<file path="src/hw/rtl/mwie_pkg.sv">
// mwie_pkg: opcodes, field widths and shared types for the memory word
// instruction executor. No dependencies.
`default_nettype none

package mwie_pkg;

  localparam int WORD_W = 32;
  localparam int KIND_W = 3;
  localparam int CFG_W  = 11;

  localparam int DATA_WORDS_DEF  = 1024;
  localparam int INSTR_WORDS_DEF = 1024;

  localparam logic [KIND_W-1:0] KIND_ADD = 3'd0;
  localparam logic [KIND_W-1:0] KIND_NEG = 3'd1;
  localparam logic [KIND_W-1:0] KIND_MUL = 3'd2;
  localparam logic [KIND_W-1:0] KIND_JPA = 3'd3;
  localparam logic [KIND_W-1:0] KIND_JP0 = 3'd4;
  localparam logic [KIND_W-1:0] KIND_ASI = 3'd5;
  localparam logic [KIND_W-1:0] KIND_LOE = 3'd6;
  localparam logic [KIND_W-1:0] KIND_HLT = 3'd7;

  typedef struct packed {
    logic halted;
    logic jump_err;
    logic data_err;
    logic wrote;
  } exec_flags_t;

endpackage

`default_nettype wire

</file>
<file path="src/hw/rtl/mwie_exec.sv">
// mwie_exec: execute logic for one instruction, given the operand words
// already read from data memory. Uses mwie_pkg.
`default_nettype none

module mwie_exec #(
  parameter int DATA_WORDS  = mwie_pkg::DATA_WORDS_DEF,
  parameter int INSTR_WORDS = mwie_pkg::INSTR_WORDS_DEF,
  parameter int AW          = $clog2(DATA_WORDS),
  parameter int PW          = $clog2(INSTR_WORDS + 1)
) (
  input  logic [mwie_pkg::KIND_W-1:0] kind,
  input  logic [mwie_pkg::WORD_W-1:0] op_a,
  input  logic [mwie_pkg::WORD_W-1:0] op_b,
  input  logic [mwie_pkg::WORD_W-1:0] op_c,
  input  logic [mwie_pkg::WORD_W-1:0] word_x,
  input  logic [mwie_pkg::WORD_W-1:0] word_y,
  input  logic [PW-1:0]               pc,
  input  logic                        stopped,
  input  logic [mwie_pkg::CFG_W-1:0]  program_length,
  output logic [PW-1:0]               next_pc,
  output mwie_pkg::exec_flags_t       flags,
  output logic [AW-1:0]               write_addr,
  output logic [mwie_pkg::WORD_W-1:0] write_value
);
  import mwie_pkg::*;

  logic              a_ok, b_ok, c_ok, a_ij, b_ij;
  logic [PW-1:0]     len, pc_inc;
  logic [WORD_W-1:0] prod;

  always_comb begin
    a_ok   = op_a < WORD_W'(DATA_WORDS);
    b_ok   = op_b < WORD_W'(DATA_WORDS);
    c_ok   = op_c < WORD_W'(DATA_WORDS);
    a_ij   = op_a < WORD_W'(INSTR_WORDS);
    b_ij   = op_b < WORD_W'(INSTR_WORDS);
    len    = (WORD_W'(program_length) > WORD_W'(INSTR_WORDS)) ?
             PW'(INSTR_WORDS) : PW'(program_length);
    pc_inc = pc + PW'(1);
    prod   = word_x * word_y;

    next_pc        = pc_inc;
    flags.halted   = stopped;
    flags.jump_err = 1'b0;
    flags.data_err = 1'b0;
    flags.wrote    = 1'b0;
    write_addr     = op_c[AW-1:0];
    write_value    = '0;

    if (stopped || pc >= len) begin
      // nothing runs, counter holds
      next_pc      = pc;
      flags.halted = 1'b1;
    end else begin
      case (kind)
        KIND_ADD, KIND_MUL, KIND_LOE: begin
          flags.data_err = !(a_ok && b_ok && c_ok);
          write_addr     = op_c[AW-1:0];
          if (kind == KIND_ADD) begin
            write_value = word_x + word_y;
          end else if (kind == KIND_MUL) begin
            write_value = prod;
          end else begin
            write_value = ($signed(word_x) <= $signed(word_y)) ? WORD_W'(1) : '0;
          end
          flags.wrote = !flags.data_err;
        end
        KIND_NEG: begin
          flags.data_err = !(a_ok && b_ok);
          write_addr     = op_b[AW-1:0];
          write_value    = WORD_W'(0) - word_x;
          flags.wrote    = !flags.data_err;
        end
        KIND_ASI: begin
          flags.data_err = !b_ok;
          write_addr     = op_b[AW-1:0];
          write_value    = op_a;
          flags.wrote    = !flags.data_err;
        end
        KIND_JPA: begin
          if (a_ij) begin
            next_pc = op_a[PW-1:0];
          end else begin
            flags.jump_err = 1'b1;
          end
        end
        KIND_JP0: begin
          flags.data_err = !a_ok;
          if (!b_ij) begin
            flags.jump_err = 1'b1;
          end else if (a_ok && word_x == '0) begin
            next_pc = op_b[PW-1:0];
          end
        end
        default: begin
          // hlt
          next_pc      = len;
          flags.halted = 1'b1;
        end
      endcase
      if (next_pc >= len) begin
        flags.halted = 1'b1;
      end
    end

    if (!flags.wrote) begin
      write_addr  = '0;
      write_value = '0;
    end
  end

endmodule

`default_nettype wire

</file>
<file path="config.mk">
export PLATFORM = sky130hd
export DESIGN_NAME = mwie_exec
export DESIGN_NICKNAME = d
export VERILOG_FILES = /design/src/hw/rtl/mwie_pkg.sv /design/src/hw/rtl/mwie_exec.sv
export SDC_FILE = /design/constraint.sdc
export NUM_CORES = 1
export LEC_CHECK = 0
export ABC_AREA = 1
export BUFFER_PORTS_ARGS = -buffer_cell sky130_fd_sc_hd__buf_2
export CAP_MARGIN = 20
export CORE_ASPECT_RATIO = 1.4
export CORE_MARGIN = 2
export CORE_UTILIZATION = 40
export DETAILED_ROUTE_END_ITERATION = 10
export SKIP_LAST_GASP = 1
export SYNTH_ARGS = -nofsm -noshare
export SYNTH_HDL_FRONTEND = slang
export SYNTH_SLANG_ARGS = --single-unit
</file>
<file path="constraint.sdc">
create_clock -name vclk -period 16.2
set_input_delay 0 -clock vclk [all_inputs]
set_output_delay 0 -clock vclk [all_outputs]
set_load 0.05 [all_outputs]
</file>
==> results of run 1 <==
## critical path, stage by stage
cell and delay [ns]:
buf_2 0.67, ha_1 0.26, inv_1 0.14, fa_1 0.40
inv_1 0.07, fa_1 0.43, fa_1 0.53, inv_1 0.05
fa_1 0.47, inv_1 0.05, fa_1 0.48, fa_1 0.58
fa_1 0.43, fa_1 0.46, ha_1 0.40, nand4_1 0.14
nor3_1 0.45, nand4_1 0.19, nand3_1 0.18, a21o_1 0.16
nand3_1 0.08, nand2_1 0.09, or2_2 0.11, nand3_1 0.19
nand2_1 0.12, a21oi_1 0.08, nor2_1 0.08, buf_2 0.28
## layout by cell type (no fill, tap or decap), types with 3 or more instances in the layout
cell type,count
a21oi_1,132
o22ai_1,3
a211oi_1,9
buf_4,20
a32o_1,3
inv_2,3
nor4_1,24
or2_2,11
nand3_1,121
nand2_1,918
clkinv_1,4
a31oi_1,15
nand4_1,35
a221oi_1,3
xnor2_1,15
ha_1,210
nor2_4,4
nor2_1,144
o211ai_1,12
buf_2,243
o21ai_0,126
nand2_2,5
nand3b_1,5
o221ai_1,3
nand3_2,3
a21o_1,9
o21bai_1,6
xor2_1,23
fa_1,409
nor2_2,8
nor3_1,38
o21ai_1,9
o2111ai_1,13
inv_1,904
o21a_1,4
## per-stage QoR
stage / hold WS, ns / area [um^2] / setup WS (ns)
global placement: 0.434 / 24400 / 8.66
detailed placement: 0.434 / 24400 / 8.65
CTS: 0.434 / 24400 / 8.63
global route: 0.468 / 24400 / 8.33
floorplan: 0.292 / 22700 / 9.42
finish: 0.435 / 24400 / 8.59
## cell usage after synthesis (all sizes together), types with 4 or more instances
master	instances
a211oi	9
a21o	9
a21oi	133
a31oi	15
buf	33
clkbuf	113
clkinv	4
fa	409
ha	210
inv	907
nand2	923
nand3	124
nand3b	5
nand4	35
nor2	156
nor3	42
nor4	25
o2111ai	13
o211ai	12
o21a	4
o21ai	135
o21bai	6
or2	13
xnor2	15
xor2	23
## worst max-delay path by stage
stage,startpoint,to,cells past startpoint
2_1_floorplan,word_y[3],write_value[24],27
3_3_place_gp,word_x[9],write_value[26],28
3_5_place_dp,word_x[9],write_value[26],28
4_1_cts,word_x[9],write_value[26],28
5_1_grt,word_x[9],write_value[26],28
6_report,word_x[9],write_value[26],28
## logic make-up after synthesis
group | after synthesis | synth area share, %
adder cells (fa/ha/maj) | 619 | 47.6
XOR/XNOR | 38 | 1.47
buffers and inverters | 1057 | 17.6
AO/OA/AOI/OAI | 360 | 9.07
AND/OR/NAND/NOR | 1327 | 24.3
## cell type report
| cell class | count | area (um^2) |
|---|---|---|
| inverters | 911 | 3420 |
| well taps | 735 | 920 |
| multi-input cells | 2344 | 18700 |
| fillers | 6029 | 31900 |
| repair buffers | 263 | 1370 |
## per-layer routing
metal	track usage, %	vias up
met5	0	-
met3	2.30	266
met2	55.0	887
met4	16.0	0
met1	31.8	10618
li1	-	10373
==> results.rst, run 1 <==
.. list-table::
   :header-rows: 1

   * - Metric
     - Value
   * - Layout Cells excl Fill
     - 4253
   * - Synth Area per Inst
     - 6.68 um^2
   * - Final-layout setup total negative slack
     - 0 ns
   * - Setup CP Type
     - in2out
   * - Clock buffer cells
     - 0
   * - Die outline area
     - 58700 um^2
   * - Number of stages on the worst hold path
     - 4
   * - Hold path endpoint
     - next_pc[10]
   * - Worst EP arrival
     - 7.61 ns
   * - Tot GR Track Use
     - 29.1%
   * - Metal1 wirelength
     - 30.5 mm
   * - Detail-routed via count per cell
     - 5.21
   * - Routed length on met2
     - 44.3 mm
   * - Kind of launch point of the worst setup path
     - primary input
   * - Number of instances in the synthesized netlist
     - 3401
   * - Vias in the first global route
     - 22869
   * - Count of unique library cells instantiated by Yosys
     - 55
   * - Number of antenna repair diodes
     - 0
   * - Type of the tightest min-delay check
     - in2out
   * - Layout sequential cell count
     - 0
   * - Buffers added on ports
     - 243
   * - Width of the die
     - 205 um
   * - Total via count in the routed design
     - 22144
   * - RSZ-0062 raised after global routing
     - false
   * - Total wirelength of the detailed-routed design
     - 85.3 mm
   * - Worst hold path startpoint
     - pc[10]
   * - Net total in the final layout
     - 4325
   * - Relative area change from synthesis to final layout
     - 7.64%
   * - Total standard cell area after synthesis
     - 22700 um^2
   * - Period utilisation layout
     - 47.0%
   * - Antenna violations before repair
     - 1
   * - Detailed Routing Iterations Pass 1
     - 5
   * - Data required time of the critical path
     - 16.20 ns
   * - Average wire per cell in the routed design
     - 20.1 um
   * - Count of max-cap constraint violations
     - 0
   * - Post-synthesis sequential area ratio
     - 0%
   * - Achievable frequency
     - 131 MHz
   * - Met3 routed wirelength
     - 4.79 mm
   * - Starting density of the core
     - 40.3%
   * - Run status
     - finished, final reports clean
   * - Yosys warning count
     - 0
   * - Share of the core filled with cells in the final layout
     - 43.4%
   * - Area inside the core boundary
     - 56300 um^2
   * - Overall overflow remaining after global route
     - 0
   * - Die Y
     - 286 um
   * - Final setup violating endpoints
     - 0
   * - Worst-path fanout max
     - 27
   * - Final count of pins violating max slew
     - 0
   * - Transition time of the tightest slew-check pin
     - 1.14 ns
   * - Buffers inserted by post-CTS timing repair
     - 0
   * - Fraction of final layout cells with drive strength greater than 1
     - 8.70%
   * - Area fraction of the dominant cell type after synthesis
     - 36.1%
   * - Hold Vio Cnt, Final
     - 0
   * - Register area
     - 0 um^2
   * - Mapped Nets
     - 4206
   * - Global placer's final weighted congestion
     - 1.02
   * - Top layer reached by signal wires
     - met4
   * - Total instance count after detailed placement
     - 4253
   * - Kind of end point of the critical path
     - output port
   * - First-pass GRT wire length
     - 130 mm
   * - Leading post-synthesis cells by cell area
     - fa_1, nand2_1, inv_1, ha_1, a21oi_1
   * - Final min period
     - 7.61 ns
   * - Number of violations reported at the end of detailed-routing iteration 0
     - 1467
   * - Io pins
     - 243
   * - Count of antenna-violating nets left after detailed routing
     - 0
   * - Total half-perimeter wirelength after legalization and detailed placement
     - 68.3 mm
   * - Post-CTS Resized
     - 0
   * - Maximum number of pins on one net before global-route repair
     - 36
   * - Post-synthesis cell type with the largest combined area
     - fa_1
   * - Number of buffers inserted for hold repair after clock tree synthesis
     - 0
   * - Site row count
     - 103
   * - Tightest slew margin relative to the limit
     - 23.8%
   * - DRC
     - 0
Power of run 1 is left out: the tool's default activity adds up to more than one toggle a clock period on the data nets, which glitch-free logic cannot reach.
==> inputs of run 2 (changes only) <==
==> constraint.sdc (replaced) <==
create_clock -name vclk -period 6.73
set_input_delay 0 -clock vclk [all_inputs]
set_output_delay 0 -clock vclk [all_outputs]
set_load 0.05 [all_outputs]
==> results.rst, run 2 (synthesized netlist as in run 1, its figures left out) <==
.. list-table::
   :header-rows: 1

   * - Metric
     - Value
   * - Run status
     - finished, final reports clean
   * - Slowest stage cell on the critical path
     - fa_1
   * - Detail-routed via count per cell
     - 5.08
   * - Total half-perimeter wirelength after legalization and detailed placement
     - 76.9 mm
   * - Type of the tightest min-delay check
     - in2out
   * - Antenna violations before repair
     - 1
   * - Register area
     - 0 um^2
   * - Average wire per cell in the routed design
     - 19.5 um
   * - Maximum number of pins on one net before global-route repair
     - 37
   * - Slowest Stage Delay on Critical Path
     - 0.61 ns
   * - Count of max-cap constraint violations
     - 0
   * - Count of antenna-violating nets left after detailed routing
     - 0
   * - Dpl ws
     - -0.265 ns
   * - Tot GR Track Use
     - 30.1%
   * - Die Y
     - 286 um
   * - Kind of launch point of the worst setup path
     - primary input
   * - Worst EP arrival
     - 6.56 ns
   * - Clock buffer cells
     - 0
   * - RSZ-0062 raised after global routing
     - true
   * - Post-layout worst setup margin
     - 0.169 ns
   * - Setup CP Type
     - in2out
   * - Number of antenna repair diodes
     - 0
   * - Data required time of the critical path
     - 6.73 ns
   * - Final count of pins violating max slew
     - 0
   * - Number of buffers inserted for hold repair after clock tree synthesis
     - 0
   * - Met1 Usage GRT
     - 33.0%
   * - Global placer's final weighted congestion
     - 1.02
   * - Fraction of final layout cells with drive strength greater than 1
     - 17.3%
   * - Area of combinational cells with multiple inputs
     - 19200 um^2
   * - Layout sequential cell count
     - 0
   * - Hold Vio Cnt, Final
     - 0
   * - Net total in the final layout
     - 4589
   * - Overall overflow remaining after global route
     - 0
   * - Vias in the first global route
     - 23703
   * - Share of the core filled with cells in the final layout
     - 48.6%
   * - Total via count in the routed design
     - 22955
   * - Site row count
     - 103
   * - Buffers added on ports
     - 243
   * - Transition time of the tightest slew-check pin
     - 1.02 ns
   * - Io pins
     - 243
   * - Width of the die
     - 205 um
   * - Critical path buffers and inverters
     - 7
   * - Detailed Routing Iterations Pass 1
     - 6
   * - Relative area change from synthesis to final layout
     - 20.4%
   * - Final setup violating endpoints
     - 0
   * - Met3 GRT Util
     - 2.36%
   * - Kind of end point of the critical path
     - output port
   * - Period utilisation layout
     - 97.5%
   * - Filler cell count
     - 5830
   * - Achievable frequency
     - 152 MHz
   * - Cell seen most often among critical-path stages
     - fa_1
   * - Total wirelength of the detailed-routed design
     - 88.0 mm
   * - Final min period
     - 6.56 ns
   * - Worst-path fanout max
     - 9
   * - First-pass GRT wire length
     - 134 mm
   * - Kind of cell adding the most delay to the critical path
     - adder cells
   * - Die outline area
     - 58700 um^2
   * - Area inside the core boundary
     - 56300 um^2
   * - Starting density of the core
     - 40.3%
   * - Tightest slew margin relative to the limit
     - 31.5%
   * - Most used cells in the layout excluding fill and tap cells
     - nand2_1, inv_1, fa_1
   * - Leading cell type in the layout, fill and taps excluded
     - nand2_1
   * - DRC
     - 0
   * - GR met2 Demand/Resource
     - 55.9%
   * - Number of violations reported at the end of detailed-routing iteration 0
     - 1159
   * - Layer carrying the most global-route usage
     - met2
## run 2: final timing paths
| check | cells past startpoint | to | slack, ns | from |
|---|---|---|---|---|
| worst max-delay path | 26 | write_value[27] | 0.17 | word_y[8] |
| worst min-delay path | 4 | write_addr[1] | 0.44 | op_c[1] |
## run 2: layout make-up
| type | count | share of cell area, % |
|---|---|---|
| inverter | 911 | 12.5 |
| multi-input combinational | 2344 | 70.1 |
| timing repair buffer | 527 | 14.0 |
| tap | 735 | 3.36 |
## run 2: per-layer routing
layer | part of all wire, % | vias up
li1 | - | 10908
met1 | 36 | 10997
met2 | 51 | 760
met3 | 4.8 | 288
met4 | 8.0 | 2
met5 | 0.014 | -
## run 2: timing repair
item	in CTS	in global routing
setup endpoints to repair	14	17
buffers inserted	0	9
gates cloned	0	1
gates resized for setup	20	184
pin swaps	0	69
## run 2: stage by stage
step	instances	area (um^2)	TNS [ns]	hold slack, ns
6_report	4517	27400	0	0.436
5_1_grt	4517	27400	-0.339	0.470
4_1_cts	4507	26600	-0.0299	0.438
3_5_place_dp	4507	26600	-1.43	0.438
3_3_place_gp	4507	26600	-1.14	0.432
2_1_floorplan	3401	22700	0	0.292
Power of run 2 is left out for the same reason.
==> inputs of run 3 (changes only) <==
--- a/config.mk
+++ b/config.mk
@@ -16,3 +16,4 @@
 export SYNTH_ARGS = -nofsm -noshare
 export SYNTH_HDL_FRONTEND = slang
 export SYNTH_SLANG_ARGS = --single-unit
+export TNS_END_PERCENT = 50
==> constraint.sdc (replaced) <==
create_clock -name vclk -period 7.25
set_input_delay 0 -clock vclk [all_inputs]
set_output_delay 0 -clock vclk [all_outputs]
set_load 0.05 [all_outputs]
==> results.rst, run 3 (synthesized netlist as in run 1, its figures left out) <==
.. list-table::
   :header-rows: 1

   * - Metric
     - Value
   * - Slowest Stage Delay on Critical Path
     - 0.58 ns
   * - Achievable frequency
     - 144 MHz
   * - Die Y
     - 286 um
   * - Tightest slew margin relative to the limit
     - 28.9%
   * - Width of the die
     - 205 um
   * - Antenna violations before repair
     - 1
   * - Most used cells in the layout excluding fill and tap cells
     - nand2_1, inv_1, fa_1
   * - Layout sequential cell count
     - 0
   * - Fraction of final layout cells with drive strength greater than 1
     - 10.7%
   * - Type of the tightest min-delay check
     - in2out
   * - Final setup violating endpoints
     - 0
   * - Total half-perimeter wirelength after legalization and detailed placement
     - 74.5 mm
   * - Critical path buffers and inverters
     - 7
   * - Buffers inserted by post-CTS timing repair
     - 0
   * - Overall overflow remaining after global route
     - 0
   * - Maximum number of pins on one net before global-route repair
     - 34
   * - Leading cell type in the layout, fill and taps excluded
     - nand2_1
   * - Transition time of the tightest slew-check pin
     - 1.06 ns
   * - Count of max-cap constraint violations
     - 0
   * - Net total in the final layout
     - 4401
   * - Run status
     - finished, final reports clean
   * - Period utilisation layout
     - 95.9%
   * - Vias in the first global route
     - 23235
   * - Slowest stage cell on the critical path
     - fa_1
   * - Worst-path fanout max
     - 16
   * - Kind of end point of the critical path
     - output port
   * - Area inside the core boundary
     - 56300 um^2
   * - Layout Cells excl Fill
     - 4330
   * - Buffers added on ports
     - 243
   * - Kind of launch point of the worst setup path
     - primary input
   * - Detail-routed via count per cell
     - 5.15
   * - Total via count in the routed design
     - 22301
   * - Count of antenna-violating nets left after detailed routing
     - 0
   * - Tot GR Track Use
     - 29.6%
   * - Filler cell count
     - 6008
   * - RSZ-0062 raised after global routing
     - false
   * - Relative area change from synthesis to final layout
     - 10.7%
   * - Final min period
     - 6.95 ns
   * - Worst EP arrival
     - 6.95 ns
   * - Share of the core filled with cells in the final layout
     - 44.7%
   * - Smallest hold slack
     - 0.427 ns
   * - Number of violations reported at the end of detailed-routing iteration 0
     - 1485
   * - Detailed Routing Iterations Pass 1
     - 5
   * - Total instance count after detailed placement
     - 4329
   * - Average wire per cell in the routed design
     - 20.0 um
   * - Number of buffers inserted for hold repair after clock tree synthesis
     - 0
   * - Setup CP Type
     - in2out
   * - Clock buffer cells
     - 0
   * - Data required time of the critical path
     - 7.25 ns
   * - Register area
     - 0 um^2
   * - Starting density of the core
     - 40.3%
   * - Cell seen most often among critical-path stages
     - fa_1
   * - Kind of cell adding the most delay to the critical path
     - adder cells
   * - Die outline area
     - 58700 um^2
   * - DRC
     - 0
   * - Io pins
     - 243
   * - Final-layout setup total negative slack
     - 0 ns
   * - Total wirelength of the detailed-routed design
     - 86.5 mm
   * - Site row count
     - 103
   * - Final count of pins violating max slew
     - 0
   * - Hold Vio Cnt, Final
     - 0
   * - Global placer's final weighted congestion
     - 1.03
   * - First-pass GRT wire length
     - 132 mm
run 3: cell count changes in the layout (fill, tap and decap cells not counted), moves of 13 or more:
cell / change
a21oi_2: -13
buf_2: +21
ha_1: +13
a21oi_1: +14
buf_4: -178
ha_4: -13
buf_6: -24
run 3: layout make-up:
cell class / count / area (um^2) / area share (%)
timing repair buffer: 339 / 2060 / 8.18
multi-input combinational: 2344 / 18700 / 74.6
inverter: 911 / 3420 / 13.6
antenna: 1 / 2.50 / 0.00995
tap: 735 / 920 / 3.66
run 3: path summary, 6_finish.rpt:
| path | slack (ns) | to | startpoint | depth (start not counted) |
|---|---|---|---|---|
| worst max-delay path | 0.30 | write_value[31] | word_y[8] | 27 |
| worst min-delay path | 0.43 | next_pc[10] | pc[10] | 4 |
run 3: stage by stage:
step	setup WS, ns	area [um^2]
final	0.299	25100
after CTS	0.104	25100
after global routing	0.00238	25100
after global placement	0.101	25100
after floorplan	0.469	22700
after detailed placement	-0.00327	25100
run 3: layer usage:
metal | vias up | part of all wire [%] | track usage, % | wire [um]
met5 | - | 0.0092 | 0 | 8
met4 | 2 | 7.3 | 17.5 | 6330
met3 | 266 | 5.2 | 2.98 | 4480
met2 | 776 | 52 | 55.2 | 44600
met1 | 10736 | 36 | 32.1 | 31100
li1 | 10521 | - | - | -
run 3: repair_timing:
item                                   in CTS  in global routing
pin swaps                                   0                  1
resized for setup                           1                 28
endpoints found under the hold margin       0                  0
setup endpoints to repair                   1                 11
gates cloned                                0                  0
Power of run 3 is left out for the same reason.
